## src/rtl/cmdc_pkg.sv

```systemverilog
`default_nettype none

package cmdc_pkg;

	// Field and register widths.
	localparam int REG_W     = 24;
	localparam int IDX_W     = 5;
	localparam int CFG_IDX_W = 1;
	localparam int COUNT_W   = 32;
	localparam int ROOT_W    = COUNT_W / 2;

	// Defaults of the top level parameters.
	localparam int TIME_BITS_DEF   = 48;
	localparam int BATCH_SLOTS_DEF = 32;

	// Register reset values; a write of zero also restores them.
	localparam logic [REG_W-1:0] TARGET_DEFAULT   = REG_W'(5000);
	localparam logic [REG_W-1:0] INTERVAL_DEFAULT = REG_W'(100000);

	// Quick re-entry window is eight intervals, a shift by three.
	localparam int REENTRY_SHIFT = 3;

	// Register indexes on the configuration port.
	localparam logic [CFG_IDX_W-1:0] REG_TARGET   = 1'b0;
	localparam logic [CFG_IDX_W-1:0] REG_INTERVAL = 1'b1;

	typedef enum logic [1:0] {
		ACT_NONE = 2'd0,
		ACT_MARK = 2'd1,
		ACT_DROP = 2'd2
	} action_t;

endpackage

`default_nettype wire

```

## src/rtl/codel_mark_drop_controller_core.sv

```systemverilog
`default_nettype none

// Channel  | Handshake              | Payload
// ---------+------------------------+-----------------------------------------------
// input    | in_valid / in_ready    | now_time, batch_open_time, markable_found,
//          |                        | markable_index
// output   | out_valid / out_ready  | action, mark_position
// config   | cfg_wr_en (no wait)    | cfg_index, cfg_wdata
//
// A request passes S_DIFF, S_HEALTH and S_OUT back to idle when the batch is healthy
// or still in its grace interval, and also S_ARM when it starts the grace interval.
// Each run of the control law has a start state, the serial square root, a
// handoff, the serial divider, and then takes the step and adds it. A
// request that enters the dropping state and signals at once runs the law twice.
// Reset leaves both registers at their defaults and the controller idle with
// no grace deadline. A new request is accepted while a result still waits on
// the output register; a finished result waits in its final state while the
// output register is still full and out_ready is low.
module codel_mark_drop_controller_core #(
	parameter int BATCH_SLOTS = cmdc_pkg::BATCH_SLOTS_DEF,
	parameter int TIME_BITS   = cmdc_pkg::TIME_BITS_DEF
) (
	input  wire logic                           clk,
	input  wire logic                           arst_n,

	input  wire logic                           in_valid,
	output logic                                in_ready,
	input  wire logic [TIME_BITS-1:0]           now_time,
	input  wire logic [TIME_BITS-1:0]           batch_open_time,
	input  wire logic                           markable_found,
	input  wire logic [cmdc_pkg::IDX_W-1:0]     markable_index,

	output logic                                out_valid,
	input  wire logic                           out_ready,
	output logic      [1:0]                     action,
	output logic      [cmdc_pkg::IDX_W-1:0]     mark_position,

	input  wire logic                           cfg_wr_en,
	input  wire logic [cmdc_pkg::CFG_IDX_W-1:0] cfg_index,
	input  wire logic [cmdc_pkg::REG_W-1:0]     cfg_wdata
);
	import cmdc_pkg::*;

	localparam int TB = TIME_BITS;

	typedef enum logic [3:0] {
		S_IDLE,
		S_DIFF,
		S_HEALTH,
		S_ARM,
		S_ENTER,
		S_REC,
		S_LAW_GO,
		S_LAW,
		S_ADD,
		S_CMP,
		S_OUT
	} state_t;

	state_t state_q;

	// Configuration registers.
	logic [REG_W-1:0] target_q;
	logic [REG_W-1:0] interval_q;

	// Captured request.
	logic [TB-1:0]    now_q;
	logic [TB-1:0]    open_q;
	logic             found_q;
	logic [IDX_W-1:0] idx_q;

	// Controller state.
	logic [TB-1:0]      above_q;
	logic               drop_q;
	logic [COUNT_W-1:0] count_q;
	logic [COUNT_W-1:0] prev_q;
	logic [TB-1:0]      next_q;

	// Working registers.
	logic [TB-1:0]    diff_q;
	logic             neg_q;
	logic [TB-1:0]    base_q;
	logic             second_q;
	action_t          res_action_q;
	logic [IDX_W-1:0] res_pos_q;

	// Output register.
	logic             out_valid_q;
	action_t          action_q;
	logic [IDX_W-1:0] mark_q;

	// Control law units.
	logic [ROOT_W-1:0] root;
	logic              root_done;
	logic [ROOT_W-1:0] divisor;
	logic [REG_W-1:0]  step;
	logic              step_done;

	// Shared time arithmetic.
	logic [TB-1:0] sub_b;
	logic [TB:0]   diff_w;
	logic [TB-1:0] add_a;
	logic [REG_W-1:0] add_b;
	logic [TB:0]   sum_w;
	logic [TB-1:0] sat_w;
	logic          healthy;
	logic          recent;
	logic [COUNT_W-1:0] count_inc;

	cmdc_isqrt u_isqrt (
		.clk     (clk),
		.arst_n  (arst_n),
		.start   (state_q == S_LAW_GO),
		.operand (count_q),
		.root    (root),
		.done    (root_done)
	);

	// A count of zero has a root of zero; the step is then one whole interval.
	assign divisor = (root == '0) ? ROOT_W'(1) : root;

	cmdc_div u_div (
		.clk      (clk),
		.arst_n   (arst_n),
		.start    (root_done),
		.dividend (interval_q),
		.divisor  (divisor),
		.quotient (step),
		.done     (step_done)
	);

	// The subtractor gives the batch age, and when entering the dropping state
	// the distance from the last scheduled action; the top bit is the borrow.
	assign sub_b  = (state_q == S_ENTER) ? next_q : open_q;
	assign diff_w = {1'b0, now_q} - {1'b0, sub_b};

	// Saturating time add: the grace deadline, or a schedule advance.
	assign add_a = (state_q == S_ARM) ? now_q : base_q;
	assign add_b = (state_q == S_ARM) ? interval_q : step;
	assign sum_w = {1'b0, add_a} + {{(TB + 1 - REG_W){1'b0}}, add_b};
	assign sat_w = sum_w[TB] ? '1 : sum_w[TB-1:0];

	// An open time after now counts as healthy.
	assign healthy = neg_q || (diff_q <= {{(TB - REG_W){1'b0}}, target_q});

	// A schedule still ahead of now counts as a quick re-entry.
	assign recent = neg_q ||
		(diff_q < {{(TB - REG_W - REENTRY_SHIFT){1'b0}}, interval_q,
		{REENTRY_SHIFT{1'b0}}});

	assign count_inc = (count_q == '1) ? count_q : count_q + COUNT_W'(1);

	always_ff @(posedge clk or negedge arst_n) begin
		if (!arst_n) begin
			target_q   <= TARGET_DEFAULT;
			interval_q <= INTERVAL_DEFAULT;
		end else if (cfg_wr_en) begin
			case (cfg_index)
				REG_TARGET: begin
					target_q <= (cfg_wdata == '0) ? TARGET_DEFAULT : cfg_wdata;
				end
				REG_INTERVAL: begin
					interval_q <= (cfg_wdata == '0) ? INTERVAL_DEFAULT : cfg_wdata;
				end
				default: begin
				end
			endcase
		end
	end

	always_ff @(posedge clk or negedge arst_n) begin
		if (!arst_n) begin
			state_q      <= S_IDLE;
			now_q        <= '0;
			open_q       <= '0;
			found_q      <= 1'b0;
			idx_q        <= '0;
			above_q      <= '0;
			drop_q       <= 1'b0;
			count_q      <= '0;
			prev_q       <= '0;
			next_q       <= '0;
			diff_q       <= '0;
			neg_q        <= 1'b0;
			base_q       <= '0;
			second_q     <= 1'b0;
			res_action_q <= ACT_NONE;
			res_pos_q    <= '0;
			out_valid_q  <= 1'b0;
			action_q     <= ACT_NONE;
			mark_q       <= '0;
		end else begin
			// In S_OUT the output register is reloaded or held by the state below.
			if (out_valid_q && out_ready && (state_q != S_OUT)) begin
				out_valid_q <= 1'b0;
			end

			case (state_q)
				S_IDLE: begin
					if (in_valid) begin
						now_q        <= now_time;
						open_q       <= batch_open_time;
						found_q      <= markable_found;
						idx_q        <= markable_index;
						res_action_q <= ACT_NONE;
						res_pos_q    <= '0;
						state_q      <= S_DIFF;
					end
				end

				S_DIFF: begin
					diff_q  <= diff_w[TB-1:0];
					neg_q   <= diff_w[TB];
					state_q <= S_HEALTH;
				end

				S_HEALTH: begin
					if (healthy) begin
						above_q <= '0;
						drop_q  <= 1'b0;
						state_q <= S_OUT;
					end else if (above_q == '0) begin
						state_q <= S_ARM;
					end else if (now_q < above_q) begin
						state_q <= S_OUT;
					end else if (!drop_q) begin
						state_q <= S_ENTER;
					end else begin
						state_q <= S_CMP;
					end
				end

				S_ARM: begin
					above_q <= sat_w;
					state_q <= S_OUT;
				end

				S_ENTER: begin
					drop_q  <= 1'b1;
					diff_q  <= diff_w[TB-1:0];
					neg_q   <= diff_w[TB];
					state_q <= S_REC;
				end

				S_REC: begin
					// Quick re-entry resumes from the count of the last entry.
					if ((count_q > COUNT_W'(2)) && recent) begin
						count_q <= prev_q;
					end else begin
						count_q <= COUNT_W'(1);
						prev_q  <= COUNT_W'(1);
					end
					base_q   <= now_q;
					second_q <= 1'b0;
					state_q  <= S_LAW_GO;
				end

				S_LAW_GO: begin
					state_q <= S_LAW;
				end

				S_LAW: begin
					if (step_done) begin
						state_q <= S_ADD;
					end
				end

				S_ADD: begin
					next_q  <= sat_w;
					state_q <= second_q ? S_OUT : S_CMP;
				end

				S_CMP: begin
					if (now_q < next_q) begin
						state_q <= S_OUT;
					end else begin
						if (found_q && (int'(idx_q) < BATCH_SLOTS)) begin
							res_action_q <= ACT_MARK;
							res_pos_q    <= idx_q;
						end else begin
							res_action_q <= ACT_DROP;
							res_pos_q    <= '0;
						end
						count_q  <= count_inc;
						base_q   <= next_q;
						second_q <= 1'b1;
						state_q  <= S_LAW_GO;
					end
				end

				S_OUT: begin
					if (!out_valid_q || out_ready) begin
						out_valid_q <= 1'b1;
						action_q    <= res_action_q;
						mark_q      <= res_pos_q;
						state_q     <= S_IDLE;
					end
				end

				default: begin
					state_q <= S_IDLE;
				end
			endcase
		end
	end

	assign in_ready      = (state_q == S_IDLE);
	assign out_valid     = out_valid_q;
	assign action        = action_q;
	assign mark_position = mark_q;

endmodule

`default_nettype wire

```

## src/rtl/cmdc_isqrt.sv

```systemverilog
`default_nettype none

// Bit-serial integer square root: consumes two operand bits per cycle from the
// top of a shift register and produces one root bit per cycle.
module cmdc_isqrt (
	input  wire logic                         clk,
	input  wire logic                         arst_n,
	input  wire logic                         start,
	input  wire logic [cmdc_pkg::COUNT_W-1:0] operand,
	output logic      [cmdc_pkg::ROOT_W-1:0]  root,
	output logic                              done
);
	import cmdc_pkg::*;

	localparam int STEPS  = COUNT_W / 2;
	localparam int STEP_W = $clog2(STEPS);
	localparam logic [STEP_W-1:0] LAST_STEP = STEP_W'(STEPS - 1);

	logic [COUNT_W-1:0] op_q;
	logic [ROOT_W-1:0]  root_q;
	logic [ROOT_W:0]    rem_q;
	logic [STEP_W-1:0]  step_q;
	logic               busy_q;
	logic               done_q;

	logic [ROOT_W+2:0]  rem_w;
	logic [ROOT_W+2:0]  trial_w;
	logic [ROOT_W+2:0]  diff_w;
	logic               take_w;

	assign rem_w   = {rem_q, op_q[COUNT_W-1 -: 2]};
	assign trial_w = {1'b0, root_q, 2'b01};
	assign diff_w  = rem_w - trial_w;
	assign take_w  = (rem_w >= trial_w);

	always_ff @(posedge clk or negedge arst_n) begin
		if (!arst_n) begin
			op_q   <= '0;
			root_q <= '0;
			rem_q  <= '0;
			step_q <= '0;
			busy_q <= 1'b0;
			done_q <= 1'b0;
		end else begin
			done_q <= 1'b0;
			if (start) begin
				op_q   <= operand;
				root_q <= '0;
				rem_q  <= '0;
				step_q <= '0;
				busy_q <= 1'b1;
			end else if (busy_q) begin
				op_q <= {op_q[COUNT_W-3:0], 2'b00};
				if (take_w) begin
					rem_q  <= diff_w[ROOT_W:0];
					root_q <= {root_q[ROOT_W-2:0], 1'b1};
				end else begin
					rem_q  <= rem_w[ROOT_W:0];
					root_q <= {root_q[ROOT_W-2:0], 1'b0};
				end
				step_q <= step_q + STEP_W'(1);
				if (step_q == LAST_STEP) begin
					busy_q <= 1'b0;
					done_q <= 1'b1;
				end
			end
		end
	end

	assign root = root_q;
	assign done = done_q;

endmodule

`default_nettype wire

```

## src/rtl/cmdc_div.sv

```systemverilog
`default_nettype none

// Bit-serial restoring divider: one quotient bit per cycle, shifted in at the
// bottom of the dividend register while the dividend leaves at the top.
module cmdc_div (
	input  wire logic                        clk,
	input  wire logic                        arst_n,
	input  wire logic                        start,
	input  wire logic [cmdc_pkg::REG_W-1:0]  dividend,
	input  wire logic [cmdc_pkg::ROOT_W-1:0] divisor,
	output logic      [cmdc_pkg::REG_W-1:0]  quotient,
	output logic                             done
);
	import cmdc_pkg::*;

	localparam int STEP_W = $clog2(REG_W);
	localparam logic [STEP_W-1:0] LAST_STEP = STEP_W'(REG_W - 1);

	logic [REG_W-1:0]  quo_q;
	logic [ROOT_W-1:0] rem_q;
	logic [ROOT_W-1:0] dvs_q;
	logic [STEP_W-1:0] step_q;
	logic              busy_q;
	logic              done_q;

	logic [ROOT_W:0]   rem_w;
	logic [ROOT_W:0]   diff_w;
	logic              take_w;

	assign rem_w  = {rem_q, quo_q[REG_W-1]};
	assign diff_w = rem_w - {1'b0, dvs_q};
	assign take_w = (rem_w >= {1'b0, dvs_q});

	always_ff @(posedge clk or negedge arst_n) begin
		if (!arst_n) begin
			quo_q  <= '0;
			rem_q  <= '0;
			dvs_q  <= '0;
			step_q <= '0;
			busy_q <= 1'b0;
			done_q <= 1'b0;
		end else begin
			done_q <= 1'b0;
			if (start) begin
				quo_q  <= dividend;
				rem_q  <= '0;
				dvs_q  <= divisor;
				step_q <= '0;
				busy_q <= 1'b1;
			end else if (busy_q) begin
				if (take_w) begin
					rem_q <= diff_w[ROOT_W-1:0];
					quo_q <= {quo_q[REG_W-2:0], 1'b1};
				end else begin
					rem_q <= rem_w[ROOT_W-1:0];
					quo_q <= {quo_q[REG_W-2:0], 1'b0};
				end
				step_q <= step_q + STEP_W'(1);
				if (step_q == LAST_STEP) begin
					busy_q <= 1'b0;
					done_q <= 1'b1;
				end
			end
		end
	end

	assign quotient = quo_q;
	assign done     = done_q;

endmodule

`default_nettype wire
```

## config.mk

```make
export PLATFORM = sky130hd
export DESIGN_NAME = codel_mark_drop_controller_core
export DESIGN_NICKNAME = d
export VERILOG_FILES = /design/src/rtl/cmdc_pkg.sv /design/src/rtl/codel_mark_drop_controller_core.sv /design/src/rtl/cmdc_isqrt.sv /design/src/rtl/cmdc_div.sv
export SDC_FILE = /design/constraint.sdc
export NUM_CORES = 2
export LEC_CHECK = 0
export BUFFER_PORTS_ARGS = -buffer_cell sky130_fd_sc_hd__buf_4
export CAP_MARGIN = 20
export CORE_MARGIN = 4
export CORE_UTILIZATION = 35
export CTS_CLUSTER_SIZE = 40
export DETAILED_ROUTE_END_ITERATION = 8
export GPL_ROUTABILITY_DRIVEN = 0
export PLACE_DENSITY_LB_ADDON = 0.3
export SYNTH_ARGS = -nofsm -noshare
export SYNTH_HDL_FRONTEND = slang
export SYNTH_SLANG_ARGS = --single-unit
```

## constraint.sdc

```tcl
create_clock -name clk -period 4.9 [get_ports clk]
set_input_delay 0.49 -clock clk [delete_from_list [all_inputs] [get_ports clk]]
set_output_delay 0.49 -clock clk [all_outputs]
set_load 0.01 [all_outputs]
```

==> flow_summary.toml <==
[outcome]
status = "completed"

[logic_synthesis]
synth_cell_types = 91
synth_seq_area_share_pct = 40.9
yosys-top-cells-area = "dfrtp_1 (40%), ha_1 (9.1%), nand2_1 (5.8%)"
synthMostInstantiatedCell = "dfrtp_1"
synth-main-ff-cell = "dfrtp_1"
synthCells = 3781
synth-edff-count = 0
synth_area_leader_cell = "dfrtp_1"
syn-num-nets = 4167
synth.top_cell.area_share_pct = 40.1
netlist_area_mm2 = 0.0344
synth_seq_cells = 562
synthTopCellsByCount = "dfrtp_1 (551), nand2_1 (532), o21ai_0 (320), nor2_1 (254), ha_1 (251)"
synth-async-reset-ratio_pct = 100
syn_area_per_cell_um2 = 9.10
yosys_warnings = 0

[floorplan]
start_util_pct = 35.4
coreArea_mm2 = 0.0971
die_area_mm2 = 0.103
fp.dieW_um = 321
chipHeight_um = 321
ios = 141
std_cell_rows = 114

[power]
p_int_mw = 16.5
power_leakage_nw = 18.1
switching_power_mw = 13.8
powerDensity_mw_per_mm2 = 774
power_frac_comb_pct = 55.2
ir_drop_v = 0.000418
sw_frac_of_total_pct = 45.5
power.share.clock_pct = 16.7
p_seq_share_pct = 28.2

[global_route]
grt_max_degree = 110
grt_pass1_vias = 27600
overflow = 0
grt_util_all_layers_pct = 19.6
antenna_found_initial = 1
grt_first_pass_wirelength_um = 160000

[route]
final_antenna_net_count = 0
wl_per_cell_um = 19.7
drt_iter0_drc = 2372
remaining_drc_errors = 0
viasPerCell = 5.41
first_pass_iters = 5
drt-total-wl_um = 102000
route.vias.total = 28100

[sta]
maxSlewHeadroom_pct = 32.4
setup_viol_count_final = 0
max_freq_mhz = 213
setup_tns_ps = 0
maxSlewViolCount = 0
rsz0062_at_grt = "no"
period_minus_slack_ps = 4700
hold_violations = 0
period_share_pct = 95.9
worstMarginPinSlew_ps = 1010
skew_ps = 28.7

[clock_network]
htreeDepth = 3
ctsHoldBuffers = 1
clock_tree.root_cell = "clkbuf_16"
clock_latency_ps = 630
numCtsBuffers = 66
clockBufferDepth = 3
clock-sinks = 562
cts_resized = 0
postCtsSetupBuffers = 0
cts.clk_slew.worst_paths_ps = 60
cts_tree = "yes"

[cells_and_area]
finalNetCount = 4262
fin_cells = 5204
antenna_cells = 0
syn_to_final_growth_pct = 14.1
drive_gt1_share_pct = 13.1

[worst_setup_path]
critPathArrivalTime_ps = 5150
path_class = "reg -> reg"
cp-end-kind = "register"
crit_path_max_fanout = 23
cp.required_ps = 5350
start_kind = "register"
r2r_cells = 13

[min_path]
hold-path-cell-count = 2
hp-class = "in -> reg"

[flow_run]
maxCapViolations = 0

[placement]
io_buffers = 140
dp.cells = 5082
dp_hpwl_um = 75000
## placed cells by master (no fill, tap or decap), drive strengths merged, types with 16 or more instances in the layout
cell type	count
a21o	74
nor4	40
ha	251
nor2	255
o21bai	16
mux2i	160
a22oi	18
nand4	50
nand2	532
xnor2	74
o21a	22
nor2b	17
mux2	136
and2	48
buf	211
a211oi	32
a21oi	233
a31oi	82
o211ai	19
dfrtp	551
and3	26
nor3	43
nand2b	26
inv	218
clkbuf	102
o21ai	355
nand3	76
xor2	52
## critical path, cell delays in order, from the launching register on
cell	delay, ps
dfrtp_1	590
nor3_2	380
buf_12	250
mux2i_1	210
ha_1	310
a211oi_1	390
o211ai_1	170
a221oi_1	350
nand3_1	460
o211a_1	390
nor3b_1	460
a211oi_1	160
mux2_2	240
o311ai_0	120
## per-layer routing
layer | vias to the layer above | GRT usage (%) | wire length, um
li1 | 13600 | - | -
met1 | 13700 | 26.4 | 46000
met2 | 678 | 32.4 | 48100
met3 | 183 | 2.47 | 4500
met4 | 0 | 7.01 | 3670
met5 | - | 0 | 0
## power by group through the flow
stage          logic, mW  registers [mW]  clock network [mW]
3_3_place_gp        16.4            8.59                   0
2_1_floorplan       12.5            7.71                   0
3_5_place_dp        16.6            8.62                   0
5_1_grt             18.8            8.79                5.37
4_1_cts             16.7            8.55                5.18
6_report            16.7            8.56                5.06
## logic make-up (layout without fill, tap and decap cells)
logic type	Yosys count	in the layout	share of synthesized area, %
AOI/OAI and AO/OA	976	976	17.4
adders and majority gates	254	254	9.31
DFF	562	562	40.9
xor gates and xnor gates	126	126	3.21
buffers and inverters	399	546	4.60
and+or+nand+nor	1168	1168	15.4
muxes	296	296	9.11
## worst paths after layout
path,endpoint,from,slack (ps)
min,now_q[27],now_time[27],100
max reg2reg,diff_q[42],state_q[1],200
min in group asynchronous,target_q[1],arst_n,500
max in group asynchronous,now_q[37],arst_n,3200
max,diff_q[42],state_q[1],200
min reg2reg,prev_q[0],prev_q[0],460
## per-stage QoR
| step | total power [mW] | setup WS [ps] | hold WS [ps] | utilization (%) | cell area (um2) |
|---|---|---|---|---|---|
| 2_1_floorplan | 20.2 | 326 | 194 | - | 34400 |
| 3_3_place_gp | 25.0 | 544 | 446 | 38.1 | 37000 |
| 3_5_place_dp | 25.2 | 362 | 452 | 38.1 | 37000 |
| 4_1_cts | 30.4 | 333 | 56.5 | 40.4 | 39200 |
| 5_1_grt | 32.9 | 3.31 | 73.6 | 40.4 | 39200 |
| 6_report | 30.4 | 201 | 97.3 | 40.4 | 39200 |
## registers in the layout (all words and copies together), names as in the netlist, 48 cells and up
register,count
next_q,48
base_q,48
open_q,48
diff_q,48
above_q,48
now_q,48
## final cells by class
| class | count | area (um2) |
|---|---|---|
| Multi-Input combinational cell | 2820 | 18800 |
| Clock inverter | 18 | 236 |
| Tap cell | 1276 | 1600 |
| Timing Repair Buffer | 212 | 1750 |
| Fill cell | 9652 | 57900 |
| Inverter | 214 | 803 |
| Sequential cell | 562 | 14100 |
| Clock buffer | 102 | 1970 |
Power figures use the tool's default switching activity.
